===== src/rtl/fgn_pkg.sv =====
`timescale 1ns / 1ps
// ----------------------------------------------------------------------------
// fgn_pkg
// Shared constants, hash tables and arithmetic helpers for the fractal
// gradient noise pipeline.
// ----------------------------------------------------------------------------
package fgn_pkg;

    localparam int DEF_MAX_OCTAVES = 8;
    localparam int POS_W  = 32;
    localparam int PROD_W = 40;
    localparam int FRAC_W = 16;
    localparam int CELL_W = 8;
    localparam int OFS_W  = 18;
    localparam int NV_W   = 19;
    localparam int FADE_W = 20;
    localparam int FREQ_W = 24;
    localparam int AMP_W  = 16;
    localparam int CNT_W  = 4;
    localparam int GAIN_W = 16;
    localparam int SEED_W = 8;
    localparam int OUT_W  = 16;
    localparam int CFG_IDX_W  = 3;
    localparam int CFG_DATA_W = 24;

    localparam logic [CFG_IDX_W-1:0] REG_BASE_FREQUENCY  = 3'd0;
    localparam logic [CFG_IDX_W-1:0] REG_BASE_AMPLITUDE  = 3'd1;
    localparam logic [CFG_IDX_W-1:0] REG_OCTAVE_COUNT    = 3'd2;
    localparam logic [CFG_IDX_W-1:0] REG_GAIN_PER_OCTAVE = 3'd3;
    localparam logic [CFG_IDX_W-1:0] REG_SEED_BYTE       = 3'd4;

    localparam logic [FREQ_W-1:0] RST_BASE_FREQUENCY  = 24'd65536;
    localparam logic [AMP_W-1:0]  RST_BASE_AMPLITUDE  = 16'd4096;
    localparam logic [CNT_W-1:0]  RST_OCTAVE_COUNT    = 4'd4;
    localparam logic [GAIN_W-1:0] RST_GAIN_PER_OCTAVE = 16'd32768;
    localparam logic [SEED_W-1:0] RST_SEED_BYTE       = 8'd0;

    typedef struct packed {
        logic sat;
        logic zero;
    } div_flags_t;

    localparam logic [7:0] PERM_ROM [256] = '{
        8'd23, 8'd125, 8'd161, 8'd52, 8'd103, 8'd117, 8'd70, 8'd37,
        8'd247, 8'd101, 8'd203, 8'd169, 8'd124, 8'd126, 8'd44, 8'd123,
        8'd152, 8'd238, 8'd145, 8'd45, 8'd171, 8'd114, 8'd253, 8'd10,
        8'd192, 8'd136, 8'd4, 8'd157, 8'd249, 8'd30, 8'd35, 8'd72,
        8'd175, 8'd63, 8'd77, 8'd90, 8'd181, 8'd16, 8'd96, 8'd111,
        8'd133, 8'd104, 8'd75, 8'd162, 8'd93, 8'd56, 8'd66, 8'd240,
        8'd8, 8'd50, 8'd84, 8'd229, 8'd49, 8'd210, 8'd173, 8'd239,
        8'd141, 8'd1, 8'd87, 8'd18, 8'd2, 8'd198, 8'd143, 8'd57,
        8'd225, 8'd160, 8'd58, 8'd217, 8'd168, 8'd206, 8'd245, 8'd204,
        8'd199, 8'd6, 8'd73, 8'd60, 8'd20, 8'd230, 8'd211, 8'd233,
        8'd94, 8'd200, 8'd88, 8'd9, 8'd74, 8'd155, 8'd33, 8'd15,
        8'd219, 8'd130, 8'd226, 8'd202, 8'd83, 8'd236, 8'd42, 8'd172,
        8'd165, 8'd218, 8'd55, 8'd222, 8'd46, 8'd107, 8'd98, 8'd154,
        8'd109, 8'd67, 8'd196, 8'd178, 8'd127, 8'd158, 8'd13, 8'd243,
        8'd65, 8'd79, 8'd166, 8'd248, 8'd25, 8'd224, 8'd115, 8'd80,
        8'd68, 8'd51, 8'd184, 8'd128, 8'd232, 8'd208, 8'd151, 8'd122,
        8'd26, 8'd212, 8'd105, 8'd43, 8'd179, 8'd213, 8'd235, 8'd148,
        8'd146, 8'd89, 8'd14, 8'd195, 8'd28, 8'd78, 8'd112, 8'd76,
        8'd250, 8'd47, 8'd24, 8'd251, 8'd140, 8'd108, 8'd186, 8'd190,
        8'd228, 8'd170, 8'd183, 8'd139, 8'd39, 8'd188, 8'd244, 8'd246,
        8'd132, 8'd48, 8'd119, 8'd144, 8'd180, 8'd138, 8'd134, 8'd193,
        8'd82, 8'd182, 8'd120, 8'd121, 8'd86, 8'd220, 8'd209, 8'd3,
        8'd91, 8'd241, 8'd149, 8'd85, 8'd205, 8'd150, 8'd113, 8'd216,
        8'd31, 8'd100, 8'd41, 8'd164, 8'd177, 8'd214, 8'd153, 8'd231,
        8'd38, 8'd71, 8'd185, 8'd174, 8'd97, 8'd201, 8'd29, 8'd95,
        8'd7, 8'd92, 8'd54, 8'd254, 8'd191, 8'd118, 8'd34, 8'd221,
        8'd131, 8'd11, 8'd163, 8'd99, 8'd234, 8'd81, 8'd227, 8'd147,
        8'd156, 8'd176, 8'd17, 8'd142, 8'd69, 8'd12, 8'd110, 8'd62,
        8'd27, 8'd255, 8'd0, 8'd194, 8'd59, 8'd116, 8'd242, 8'd252,
        8'd19, 8'd21, 8'd187, 8'd53, 8'd207, 8'd129, 8'd64, 8'd135,
        8'd61, 8'd40, 8'd167, 8'd237, 8'd102, 8'd223, 8'd106, 8'd159,
        8'd197, 8'd189, 8'd215, 8'd137, 8'd36, 8'd32, 8'd22, 8'd5
    };

    localparam logic [3:0] GSEL_ROM [256] = '{
        4'd7, 4'd9, 4'd5, 4'd0, 4'd11, 4'd1, 4'd6, 4'd9,
        4'd3, 4'd9, 4'd11, 4'd1, 4'd8, 4'd10, 4'd4, 4'd7,
        4'd8, 4'd6, 4'd1, 4'd5, 4'd3, 4'd10, 4'd9, 4'd10,
        4'd0, 4'd8, 4'd4, 4'd1, 4'd5, 4'd2, 4'd7, 4'd8,
        4'd7, 4'd11, 4'd9, 4'd10, 4'd1, 4'd0, 4'd4, 4'd7,
        4'd5, 4'd0, 4'd11, 4'd6, 4'd1, 4'd4, 4'd2, 4'd8,
        4'd8, 4'd10, 4'd4, 4'd9, 4'd9, 4'd2, 4'd5, 4'd7,
        4'd9, 4'd1, 4'd7, 4'd2, 4'd2, 4'd6, 4'd11, 4'd5,
        4'd5, 4'd4, 4'd6, 4'd9, 4'd0, 4'd1, 4'd1, 4'd0,
        4'd7, 4'd6, 4'd9, 4'd8, 4'd4, 4'd10, 4'd3, 4'd1,
        4'd2, 4'd8, 4'd8, 4'd9, 4'd10, 4'd11, 4'd5, 4'd11,
        4'd11, 4'd2, 4'd6, 4'd10, 4'd3, 4'd4, 4'd2, 4'd4,
        4'd9, 4'd10, 4'd3, 4'd2, 4'd6, 4'd3, 4'd6, 4'd10,
        4'd5, 4'd3, 4'd4, 4'd10, 4'd11, 4'd2, 4'd9, 4'd11,
        4'd1, 4'd11, 4'd10, 4'd4, 4'd9, 4'd4, 4'd11, 4'd0,
        4'd4, 4'd11, 4'd4, 4'd0, 4'd0, 4'd0, 4'd7, 4'd6,
        4'd10, 4'd4, 4'd1, 4'd3, 4'd11, 4'd5, 4'd3, 4'd4,
        4'd2, 4'd9, 4'd1, 4'd3, 4'd0, 4'd1, 4'd8, 4'd0,
        4'd6, 4'd7, 4'd8, 4'd7, 4'd0, 4'd4, 4'd6, 4'd10,
        4'd8, 4'd2, 4'd3, 4'd11, 4'd11, 4'd8, 4'd0, 4'd2,
        4'd4, 4'd8, 4'd3, 4'd0, 4'd0, 4'd10, 4'd6, 4'd1,
        4'd2, 4'd2, 4'd4, 4'd5, 4'd6, 4'd0, 4'd1, 4'd3,
        4'd11, 4'd9, 4'd5, 4'd5, 4'd9, 4'd6, 4'd9, 4'd8,
        4'd3, 4'd8, 4'd1, 4'd8, 4'd9, 4'd6, 4'd9, 4'd11,
        4'd10, 4'd7, 4'd5, 4'd6, 4'd5, 4'd9, 4'd1, 4'd3,
        4'd7, 4'd0, 4'd2, 4'd10, 4'd11, 4'd2, 4'd6, 4'd1,
        4'd3, 4'd11, 4'd7, 4'd7, 4'd2, 4'd1, 4'd7, 4'd3,
        4'd0, 4'd8, 4'd1, 4'd1, 4'd5, 4'd0, 4'd6, 4'd10,
        4'd11, 4'd11, 4'd0, 4'd2, 4'd7, 4'd0, 4'd10, 4'd8,
        4'd3, 4'd5, 4'd7, 4'd1, 4'd11, 4'd1, 4'd0, 4'd7,
        4'd9, 4'd0, 4'd11, 4'd5, 4'd10, 4'd3, 4'd2, 4'd3,
        4'd5, 4'd9, 4'd7, 4'd9, 4'd8, 4'd4, 4'd6, 4'd5
    };

    // dot product of the edge gradient chosen by sel (values 0 to 11) with a corner offset
    function automatic logic signed [NV_W-1:0] grad_dot(
        input logic [3:0]             sel,
        input logic signed [OFS_W-1:0] dx,
        input logic signed [OFS_W-1:0] dy,
        input logic signed [OFS_W-1:0] dz
    );
        logic signed [NV_W-1:0] ex;
        logic signed [NV_W-1:0] ey;
        logic signed [NV_W-1:0] ez;
        logic signed [NV_W-1:0] r;
        ex = {dx[OFS_W-1], dx};
        ey = {dy[OFS_W-1], dy};
        ez = {dz[OFS_W-1], dz};
        case (sel)
            4'd0:    r = ex + ey;
            4'd1:    r = ey - ex;
            4'd2:    r = ex - ey;
            4'd3:    r = -ex - ey;
            4'd4:    r = ex + ez;
            4'd5:    r = ez - ex;
            4'd6:    r = ex - ez;
            4'd7:    r = -ex - ez;
            4'd8:    r = ey + ez;
            4'd9:    r = ez - ey;
            4'd10:   r = ey - ez;
            4'd11:   r = -ey - ez;
            default: r = '0;
        endcase
        return r;
    endfunction

    // 6t^2 - 15t + 10 in Q.16
    function automatic logic [FADE_W-1:0] fade_base(
        input logic [FRAC_W-1:0]   t,
        input logic [2*FRAC_W-1:0] tsq
    );
        logic [35:0] acc;
        acc = (36'd10 << 32) + 36'd6 * {4'b0, tsq} - (({20'b0, t} * 36'd15) << 16);
        return acc[35:16];
    endfunction

    function automatic logic [FADE_W-1:0] fade_step(
        input logic [FADE_W-1:0] q,
        input logic [FRAC_W-1:0] t
    );
        logic [35:0] m;
        m = {16'b0, q} * {20'b0, t};
        return m[35:16];
    endfunction

    // a + floor((b - a) * w / 65536)
    function automatic logic signed [NV_W-1:0] blend(
        input logic signed [NV_W-1:0] a,
        input logic signed [NV_W-1:0] b,
        input logic [FRAC_W-1:0]      w
    );
        logic signed [NV_W:0]    diff;
        logic signed [NV_W+17:0] prod;
        logic signed [NV_W+17:0] sh;
        diff = {b[NV_W-1], b} - {a[NV_W-1], a};
        prod = diff * $signed({1'b0, w});
        sh   = prod >>> 16;
        return a + sh[NV_W-1:0];
    endfunction

endpackage


===== src/rtl/fgn_div_cell.sv =====
`timescale 1ns / 1ps
// ----------------------------------------------------------------------------
// fgn_div_cell
// One restoring division step: decides one quotient bit per cycle.
// ----------------------------------------------------------------------------
module fgn_div_cell #(
    parameter int QBIT   = 15,
    parameter int TOT_W  = 37,
    parameter int ASUM_W = 19
) (
    input  logic                        clk,
    input  logic                        rst_n,
    input  logic                        in_valid,
    input  logic [TOT_W-1:0]            in_rem,
    input  logic [ASUM_W-1:0]           in_div,
    input  logic [fgn_pkg::OUT_W-1:0]   in_quo,
    input  fgn_pkg::div_flags_t         in_flags,
    output logic                        out_valid,
    output logic [TOT_W-1:0]            out_rem,
    output logic [ASUM_W-1:0]           out_div,
    output logic [fgn_pkg::OUT_W-1:0]   out_quo,
    output fgn_pkg::div_flags_t         out_flags
);

    logic                      valid_reg;
    logic [TOT_W-1:0]          dsh;
    logic [TOT_W-1:0]          rem_next;
    logic [fgn_pkg::OUT_W-1:0] quo_next;

    always_comb
    begin
        dsh = TOT_W'(in_div) << QBIT;
        if (in_rem >= dsh)
        begin
            rem_next = in_rem - dsh;
            quo_next = in_quo | (fgn_pkg::OUT_W'(1) << QBIT);
        end
        else
        begin
            rem_next = in_rem;
            quo_next = in_quo;
        end
    end

    always_ff @(posedge clk or negedge rst_n)
    begin
        if (!rst_n)
        begin
            valid_reg <= 1'b0;
        end
        else
        begin
            valid_reg <= in_valid;
        end
    end

    always_ff @(posedge clk)
    begin
        out_rem   <= rem_next;
        out_div   <= in_div;
        out_quo   <= quo_next;
        out_flags <= in_flags;
    end

    assign out_valid = valid_reg;

endmodule


===== config.mk =====
export PLATFORM = sky130hd
export DESIGN_NAME = fgn_div_cell
export DESIGN_NICKNAME = d
export VERILOG_FILES = /design/src/rtl/fgn_pkg.sv /design/src/rtl/fgn_div_cell.sv
export SDC_FILE = /design/constraint.sdc
export NUM_CORES = 1
export LEC_CHECK = 0
export ABC_AREA = 0
export BUFFER_PORTS_ARGS = -buffer_cell sky130_fd_sc_hd__buf_2
export CAP_MARGIN = 0
export CELL_PAD_IN_SITES_DETAIL_PLACEMENT = 1
export CELL_PAD_IN_SITES_GLOBAL_PLACEMENT = 2
export CORE_UTILIZATION = 27
export DETAILED_ROUTE_END_ITERATION = 8
export GPL_ROUTABILITY_DRIVEN = 0
export PLACE_DENSITY_LB_ADDON = 0.1
export SETUP_SLACK_MARGIN = 0.1
export SLEW_MARGIN = 20
export SYNTH_ARGS = -nofsm -noshare
export SYNTH_HDL_FRONTEND = slang
export SYNTH_SLANG_ARGS = --single-unit

===== constraint.sdc =====
create_clock -name clk -period 1.3 [get_ports clk]
set_clock_uncertainty 0.15 [all_clocks]
set_input_delay 0.13 -clock clk [delete_from_list [all_inputs] [get_ports clk]]
set_output_delay 0.13 -clock clk [all_outputs]
set_load 0.005 [all_outputs]

==> results by group, run 1 <==
Run status
  – Status: finished with violations
  – Failing checks: setup timing

Clock network
  – CTS tree: done
  – TritonCTS buffer count: 9
  – Clk buf depth: 2
  – Clock sinks: 75
  – Reg clk slew, reported paths: 0.08 ns
  – Clock H-tree levels: 3
  – Root buffer cell: clkbuf_8

Route
  – Wirelength per Cell: 14.2 um
  – DRT Pass-1 Iters: 4
  – Iter 0 DRT Violations: 55
  – Via count: 3285
  – DRC errors left: 0
  – Final wirelength: 10.7 mm
  – Vias per cell: 4.36
  – Remaining antenna violation count: 0

STA
  – Slew @ Worst Pin: 0.464 ns
  – Fin Hold WS: 0.0445 ns
  – Final period utilization: 1.54
  – Final setup viols: 23
  – Post-route setup slack: -0.707 ns
  – Max-Slew Margin vs Limit: 0.690
  – Min Tclk post-route: 2.01 ns
  – Hold Vio Cnt, Final: 0
  – Max frequency: 0.498 GHz
  – RSZ-0062 raised after global routing: true
  – Final Max Slew Viols: 0

Placed design
  – Area post-placement: 4560 um2
  – Port bufs: 151
  – Detailed placement HPWL: 6.94 mm

Worst setup path
  – CP endpoint kind: flop
  – Startpoint types: input port
  – Max FO, Critical Path: 4
  – CP max stage cell: nor3_4
  – CP Cell Sequence: buf_6, inv_4, ha_4, a21o_1, o21bai_4, a32o_2, nor3_4, nand2_8, buf_12, mux2_4
  – Required time of the critical path: 1.40 ns
  – Worst Setup Path Type: input port to flop
  – CP max stage delay: 0.44 ns
  – Crit path DAT: 2.11 ns
  – WP buf/inv: 3
  – CP delay by family, top: compound AO/OA/AOI/OAI gates

Logic synthesis
  – Unique masters post-synth: 51
  – Share of the synthesized area in the top cell type: 0.509
  – Ys Warns: 0
  – Share of flip-flops with an asynchronous set or reset: 0.0133
  – Post-synth top area cell: dfxtp_1
  – Top-count cell post-synth: dfxtp_1
  – Post-synth EDFFs: 0
  – Top_reg_cell synth: dfxtp_1
  – Synth top area cells: dfxtp_1, ha_1, a21oi_1
  – Sequential fraction of the synthesis area: 0.518
  – FF+latch count, synth: 75
  – Mapped Nets: 378
  – Cells after Synth: 281
  – Avg Inst Size Synth: 10.4 um2
  – Commonest cells post-synth: dfxtp_1, a21oi_1, inv_1
  – Mapped Area: 2910 um2

Layout
  – Number of nets in the layout: 709
  – # fillers: 1173
  – Fraction of layout cells with a size suffix above 1: 0.553
  – Final core occ: 0.589
  – Synthesis-to-layout area growth: 110%
  – Post-route cell area: 6100 um2
  – Diodes inserted: 0

Floorplan
  – Core area: 10400 um2
  – Die Wd: 106 um
  – Ports: 152
  – Initial Util: 0.281
  – Die Area: 11200 um2
  – Floorplan row count: 37
  – Die Y: 106 um

Power and ir drop
  – Pwr per Cell Area: 1060 nW/um2
  – Peak supply drop: 0.618 mV
  – Leakage: 2.91 nW
  – Total chip power: 6.49 mW

Global routing
  – Initial antenna violation count: 0
  – First-pass GRT wire length: 16.7 mm
  – Grt ovf: 0
  – Total global-route track usage: 0.192
  – Number of global-route vias before repair: 3429
  – Largest net degree at the start of global routing: 15

Run
  – Max-cap violations: 0

Worst hold path
  – Tightest Hold Check Type: input port to flop
## per-stage QoR
step	setup slack, ns	instances	TNS, ns
after global routing	-0.756	753	-15.78
after floorplan	-0.779	281	-16.81
after detailed placement	-1.15	644	-25.26
after global placement	-1.11	644	-24.38
final	-0.707	753	-14.50
after CTS	-0.678	739	-13.98
## cell usage in the layout, fill, tap and decap left out, types with 3 or more instances in the layout
cell,count
dlygate4sd3_1,76
a21oi_2,12
nor3_1,4
xnor2_1,8
nand2_1,7
buf_4,87
a21o_1,9
xor2_1,9
nand3_1,9
buf_2,143
o21ai_0,3
buf_12,4
buf_6,13
dfxtp_1,74
nor2_1,11
ha_4,11
ha_1,7
nor2_2,3
a21oi_1,15
clkbuf_8,9
mux2_2,4
o21ai_1,3
inv_1,18
and3_4,3
nor2_4,8
## path summary, 6_finish.rpt
kind | start | to | cells past startpoint | slack [ns]
min in group asynchronous | rst_n | out_valid | 3 | 0.49
min | in_div[1] | out_rem[16] | 3 | 0.04
max | in_div[17] | out_rem[19] | 10 | -0.71
max in group asynchronous | rst_n | out_valid | 3 | 0.41
## area by class of cell
type	count	area, um2	share of cell area
flip-flops and latches	75	1510	0.247
repair buffers	324	2370	0.388
multi-input cells	178	1720	0.281
inverters	24	115	0.0189
well taps	136	170	0.0279
clock inverters	7	98.8	0.0162
clock buffers	9	124	0.0203
## metal layers
layer	up-vias	track usage	routed length, um	part of all wire
met2	91	0.353	5650	0.53
met5	-	0	0	0
met1	1537	0.219	4460	0.42
li1	1648	-	-	-
met4	0	0.0536	112	0.010
met3	9	0.0451	483	0.045
## flip-flops by register name (all words and copies together) (netlist names)
| register | cells |
|---|---|
| out_valid | 1 |
| out_quo | 16 |
| out_flags | 2 |
| out_rem | 37 |
| out_div | 19 |
## tightest hold or removal path: stages
cell and delay (ns):
buf_2 0.11, fa_2 0.21, a21oi_2 0.05
## report_power, final
part	total, mW	switching [mW]	internal, mW
Combinational	1.90	0.796	1.11
Sequential	2.59	0.0574	2.53
Clock	2.00	0.909	1.09
Total	6.49	1.76	4.73
## cells by family after synthesis
family          after synthesis  share of synthesized area
mux                           5                     0.0194
buf+inv                      29                     0.0460
compound gates               66                      0.151
fa+ha+maj                    20                     0.0886
flops                        75                      0.518
xor+xnor                     18                     0.0542
simple gates                 68                      0.123
## timing repair
item / CTS / global route
gates cloned: 1 / 0
pin swaps: 25 / 20
buffers inserted: 6 / 10
hold endpoints to repair: 74 / 3
hold buffers: 72 / 4
resized for setup: 50 / 40
setup endpoints to repair: 23 / 23
No activity file was read; power rests on OpenSTA's default activity.
==> run 2, diff against run 1 <==
--- a/config.mk
+++ b/config.mk
@@ -13,7 +13,7 @@
 export CORE_UTILIZATION = 27
 export DETAILED_ROUTE_END_ITERATION = 8
 export GPL_ROUTABILITY_DRIVEN = 0
-export PLACE_DENSITY_LB_ADDON = 0.1
+export PLACE_DENSITY = 0.91
 export SETUP_SLACK_MARGIN = 0.1
 export SLEW_MARGIN = 20
 export SYNTH_ARGS = -nofsm -noshare
==> results by group, run 2 (synthesis gave the netlist of run 1 again) <==
Run status
  – Status: finished with violations
  – Failing checks: setup timing

Power and ir drop
  – Pwr per Cell Area: 1060 nW/um2 (-0.72%)
  – Logic gate share of total power: 0.329 (+0.036)
  – Leakage: 2.92 nW (+0.17%)
  – Peak supply drop: 0.602 mV (-2.6%)
  – Reg power frac: 0.397 (-0.002)
  – Clock network fraction of design power: 0.274 (-0.034)
  – Sw Ratio: 0.323 (+0.0519)
  – Psw: 2.12 mW (+20%)
  – Int Power: 4.44 mW (-6.1%)

Placed design
  – Pre-CTS setup slack: -1.15 ns (-0.00625 ns)
  – Detailed placement HPWL: 7.69 mm (+11%)
  – Port bufs: 151 (unchanged)

Layout
  – Synthesis-to-layout area growth: 114%
  – Sequential Area: 1510 um2 (unchanged)
  – # fillers: 1146 (-2.3%)
  – Commonest non-fill, non-tap cell in the layout: buf_2
  – Biggest regs: out_rem (37), out_div (19), out_quo (16)
  – Number of nets in the layout: 708 (-0.14%)
  – Number of flip-flops under the largest register name: 37 (unchanged)
  – Most frequent cells in the layout: buf_2, buf_4, dlygate4sd3_1
  – Area of the multi-input gates: 1860 um2 (+8.4%)
  – Largest Register: out_rem
  – Fraction of layout cells with a size suffix above 1: 0.575 (+0.0220)

Worst setup path
  – CP max stage cell: fa_2
  – Worst Setup Path Type: input port to flop
  – CP Cell Sequence: buf_12, clkinv_8, ha_4, fa_2, nand2b_4, a21oi_4, o2111a_2, nand4b_1, buf_6, nand2_8, buf_12, mux2_4
  – CP max stage delay: 0.35 ns (-0.09 ns)
  – Max FO, Critical Path: 5 (+1)
  – Crit path DAT: 2.20 ns (+0.09 ns)
  – CP most frequent cell: buf_12
  – Required time of the critical path: 1.41 ns (about the same)
  – CP endpoint kind: flop
  – Startpoint types: input port

Run
  – Max-cap violations: 0 (unchanged)

Global routing
  – Total global-route track usage: 0.244 (+0.0521)
  – Number of global-route vias before repair: 4066 (+19%)
  – Grt ovf: 0 (unchanged)
  – Initial antenna violation count: 1 (+1)
  – Largest net degree at the start of global routing: 16 (+1)
  – First-pass GRT wire length: 20.9 mm (+25%)

Clock network
  – Reg clk slew, reported paths: 0.09 ns (about the same)
  – Clock H-tree levels: 3 (unchanged)
  – TritonCTS buffer count: 9 (unchanged)
  – Clk buf depth: 2 (unchanged)
  – Clock sinks: 75 (unchanged)
  – Root buffer cell: clkbuf_8
  – CTS tree: done

Floorplan
  – Core area: 10400 um2 (unchanged)
  – Ports: 152 (unchanged)
  – Die Y: 106 um (unchanged)
  – Die Area: 11200 um2 (unchanged)
  – Initial Util: 0.281 (unchanged)
  – Floorplan row count: 37 (unchanged)
  – Die Wd: 106 um (unchanged)

Route
  – Final wirelength: 15.2 mm (+42%)
  – Remaining antenna violation count: 0 (unchanged)
  – Wirelength per Cell: 20.1 um (+42%)
  – Via count: 3614 (+10%)
  – DRC errors left: 0 (unchanged)
  – Iter 0 DRT Violations: 148 (+170%)
  – DRT Pass-1 Iters: 5 (+1)
  – Vias per cell: 4.80 (+10%)

STA
  – Fin Setup TNS: -16.35 ns (-1.85 ns)
  – Max frequency: 0.479 GHz (-4.0%)
  – Min Tclk post-route: 2.09 ns (+0.0826 ns)
  – Hold Vio Cnt, Final: 0 (unchanged)
  – Post-route setup slack: -0.790 ns (-0.0826 ns)
  – Slew @ Worst Pin: 0.490 ns (+0.0259 ns)
  – RSZ-0062 raised after global routing: true
  – Final Max Slew Viols: 0 (unchanged)
  – Final period utilization: 1.61 (+0.0635)
  – Final setup viols: 23 (unchanged)
  – Max-Slew Margin vs Limit: 0.669 (-0.0204)

Worst hold path
  – Tightest Hold Check Type: input port to flop
## run 2: final timing paths
path                             from     endpoint  slack [ns]  cells after the start
max                        in_rem[15]  out_rem[19]       -0.79                     12
min                        in_rem[31]  out_rem[31]        0.02                      4
max in group asynchronous       rst_n    out_valid        0.46                      3
min in group asynchronous       rst_n    out_valid        0.44                      3
## run 2: final cells by class
type | instances | share of cell area
clock inverter | 7 | 0.00967
tap | 136 | 0.0274
timing repair buffer | 323 | 0.382
clock buffer | 9 | 0.0199
antenna | 1 | 0.000403
multi-input combinational | 178 | 0.300
sequential | 75 | 0.242
inverter | 24 | 0.0185
## run 2: metal layers
metal / global-route usage / vias up / wire, um
met3: 0.0501 / 58 / 779
met1: 0.256 / 1745 / 5410
met2: 0.466 / 161 / 8230
li1: - / 1650 / -
met4: 0.102 / 0 / 744
met5: 0 / - / 0
## run 2: repair_timing
action                     in CTS  in global routing
gates resized for setup        65                 47
gates cloned                    1                  0
hold buffers                   72                  3
setup endpoints to repair      23                 23
hold endpoints to repair       73                  2
buffers inserted                7                 13
pin swaps                      22                 13
## run 2: through the flow
stage | power (mW) | cell area (um2) | hold slack [ns] | std cells | utilization
finish | 6.56 | 6210 | 0.0186 | 753 | 0.599
global route | 6.87 | 6210 | 0.0268 | 753 | 0.599
CTS | 6.22 | 5840 | -0.241 | 737 | 0.563
detailed placement | 4.12 | 4540 | -0.242 | 641 | 0.438
global placement | 4.06 | 4540 | -0.246 | 641 | 0.438
floorplan | 3.31 | 3070 | -0.316 | 281 | -
## run 2: power by group through the flow
stage,sequential (mW),combinational [mW],clock (mW)
after global routing,2.62,2.29,1.95
after CTS,2.59,1.85,1.78
after global placement,2.64,1.42,0
after floorplan,2.68,0.630,0
after detailed placement,2.64,1.48,0
final,2.60,2.16,1.80
## run 2: worst max-delay path, delay by kind of cell
family / cells / cell delay [ns]
mux: 1 / 0.30
buf+inv: 4 / 0.45
fa+ha+maj: 2 / 0.51
compound gates: 2 / 0.36
simple gates: 3 / 0.43
==> run 3, diff against run 2 <==
--- a/config.mk
+++ b/config.mk
@@ -15,6 +15,7 @@
 export GPL_ROUTABILITY_DRIVEN = 0
 export PLACE_DENSITY = 0.91
 export SETUP_SLACK_MARGIN = 0.1
+export SKIP_CTS_REPAIR_TIMING = 1
 export SLEW_MARGIN = 20
 export SYNTH_ARGS = -nofsm -noshare
 export SYNTH_HDL_FRONTEND = slang
==> results by group, run 3 (synthesis gave the netlist of run 1 again) <==
STA
  – Final period utilization: 1.56 (-0.0499)
  – Fin Setup TNS: -15.12 ns (+1.23 ns)
  – Max-Slew Margin vs Limit: 0.706 (+0.0369)
  – Final Max Slew Viols: 0 (unchanged)
  – RSZ-0062 raised after global routing: true
  – Final setup viols: 23 (unchanged)
  – Min Tclk post-route: 2.02 ns (-0.0648 ns)
  – Hold Vio Cnt, Final: 2 (+2)
  – Slew @ Worst Pin: 0.438 ns (-0.0520 ns)
  – Post-route setup slack: -0.725 ns (+0.0648 ns)
  – Max frequency: 0.494 GHz (+3.2%)
  – Fin Hold WS: -0.272 ns (-0.290 ns)

Layout
  – # fillers: 1183 (+3.2%)
  – Sequential Area: 1510 um2 (unchanged)
  – Number of flip-flops under the largest register name: 37 (unchanged)
  – Largest Register: out_rem
  – Most frequent cells in the layout: buf_2, buf_4, dfxtp_1
  – Diodes inserted: 0 (-1)
  – Fraction of layout cells with a size suffix above 1: 0.536 (-0.0388)
  – Post-route cell area: 5800 um2 (-6.6%)
  – Synthesis-to-layout area growth: 99.5%
  – Biggest regs: out_rem (37), out_div (19), out_quo (16)
  – Area of the multi-input gates: 1670 um2 (-11%)
  – Commonest non-fill, non-tap cell in the layout: buf_2
  – Number of nets in the layout: 691 (-2.4%)

Placed design
  – Area post-placement: 4540 um2 (unchanged)
  – Port bufs: 151 (unchanged)
  – Detailed placement HPWL: 7.69 mm (unchanged)

Run
  – Max-cap violations: 0 (unchanged)

Power and ir drop
  – Pwr per Cell Area: 1070 nW/um2 (+1.5%)
  – Peak supply drop: 0.615 mV (+2.2%)
  – Leakage: 2.80 nW (-4.0%)
  – Total chip power: 6.22 mW (-5.1%)

Worst setup path
  – CP max stage cell: fa_2
  – Startpoint types: input port
  – Required time of the critical path: 1.43 ns (+0.02 ns)
  – CP most frequent cell: buf_4
  – Max FO, Critical Path: 8 (+3)
  – CP endpoint kind: flop
  – CP Cell Sequence: buf_8, inv_8, ha_4, fa_2, nand2b_4, a21oi_2, o2111a_1, nand4b_1, buf_4, nand2_8, buf_4, nor2_1, a21oi_1
  – Crit path DAT: 2.15 ns (-0.05 ns)
  – CP max stage delay: 0.34 ns (about the same)
  – Worst Setup Path Type: input port to flop

Global routing
  – Initial antenna violation count: 0 (-1)
  – Total global-route track usage: 0.173 (-0.0711)
  – Grt ovf: 0 (unchanged)
  – Largest net degree at the start of global routing: 17 (+1)
  – Number of global-route vias before repair: 3305 (-19%)
  – First-pass GRT wire length: 15.3 mm (-27%)

Clock network
  – Root buffer cell: clkbuf_8
  – TritonCTS buffer count: 9 (unchanged)
  – Clock H-tree levels: 3 (unchanged)
  – Clock sinks: 75 (unchanged)
  – Reg clk slew, reported paths: 0.09 ns (about the same)
  – Clk buf depth: 2 (unchanged)
  – CTS tree: done

Run status
  – Status: finished with violations
  – Failing checks: hold timing, setup timing

Floorplan
  – Core area: 10400 um2 (unchanged)
  – Floorplan row count: 37 (unchanged)
  – Ports: 152 (unchanged)
  – Initial Util: 0.281 (unchanged)
  – Die Y: 106 um (unchanged)
  – Die Area: 11200 um2 (unchanged)
  – Die Wd: 106 um (unchanged)

Route
  – Final wirelength: 12.3 mm (-19%)
  – Top Layer Used: met4
  – Detailed route wirelength on metal3: 624 um (-20%)
  – WL met2: 6.85 mm (-17%)
  – Remaining antenna violation count: 0 (unchanged)
  – Iter 0 DRT Violations: 122 (-18%)
  – Vias per cell: 4.60 (-4.1%)
  – DRC errors left: 0 (unchanged)
  – Via count: 3383 (-6.4%)
  – Metal-1 WL: 4.47 mm (-17%)
  – Wirelength per Cell: 16.7 um (-17%)
  – DRT Pass-1 Iters: 4 (-1)

Worst hold path
  – Hold endpoint: out_div[0]
  – Tightest Hold Check Type: input port to flop
  – Worst hold stages: 1 (-3)
  – Min-Delay Startpoint: in_div[0]
-- run 3: cell types whose count changed in the layout (fill, tap and decap cells not counted), sizes merged --
cell / change
buf: -13
dlygate4sd3: -4
clkinv: -1
diode: -1
inv: +1
-- run 3: how the worst max path moves through the flow --
stage	start	end	slack, ns
after detailed placement	in_div[7]	out_rem[18]	-1.15
after floorplan	in_rem[15]	out_rem[35]	-0.78
final	in_rem[15]	out_rem[15]	-0.72
after CTS	in_div[7]	out_rem[27]	-0.79
after global placement	in_rem[15]	out_rem[22]	-1.08
after global routing	in_rem[15]	out_rem[15]	-0.80
-- run 3: metal layers --
metal | vias to the layer above | GRT usage
li1 | 1616 | -
met1 | 1626 | 0.185
met2 | 115 | 0.324
met3 | 26 | 0.0470
met4 | 0 | 0.0556
met5 | - | 0
-- run 3: final cells by class --
| cell class | instances | area share |
|---|---|---|
| multi-input combinational | 178 | 0.287 |
| sequential | 75 | 0.260 |
| clock inverter | 7 | 0.0103 |
| tap | 136 | 0.0293 |
| timing repair buffer | 306 | 0.373 |
| clock buffer | 9 | 0.0213 |
| inverter | 24 | 0.0190 |
-- run 3: worst max-delay path: cells and delay by family --
kind	cells	cell delay (ns)
adder cells (fa/ha/maj)	2	0.49
AO/OA/AOI/OAI	3	0.54
buffers and inverters	4	0.48
AND/OR/NAND/NOR	4	0.52
-- run 3: through the flow --
step | util | cells | setup WS (ns)
after floorplan | - | 281 | -0.779
after global placement | 0.438 | 641 | -1.08
after detailed placement | 0.438 | 641 | -1.15
after CTS | 0.456 | 657 | -0.788
after global routing | 0.560 | 735 | -0.798
final | 0.560 | 735 | -0.725
-- run 3: where the power goes --
part / switching [mW] / leakage, nW / internal (mW)
logic: 0.818 / 2.08 / 1.06
registers: 0.0670 / 0.636 / 2.53
clock network: 1.02 / 0.0901 / 0.730
total: 1.91 / 2.80 / 4.32
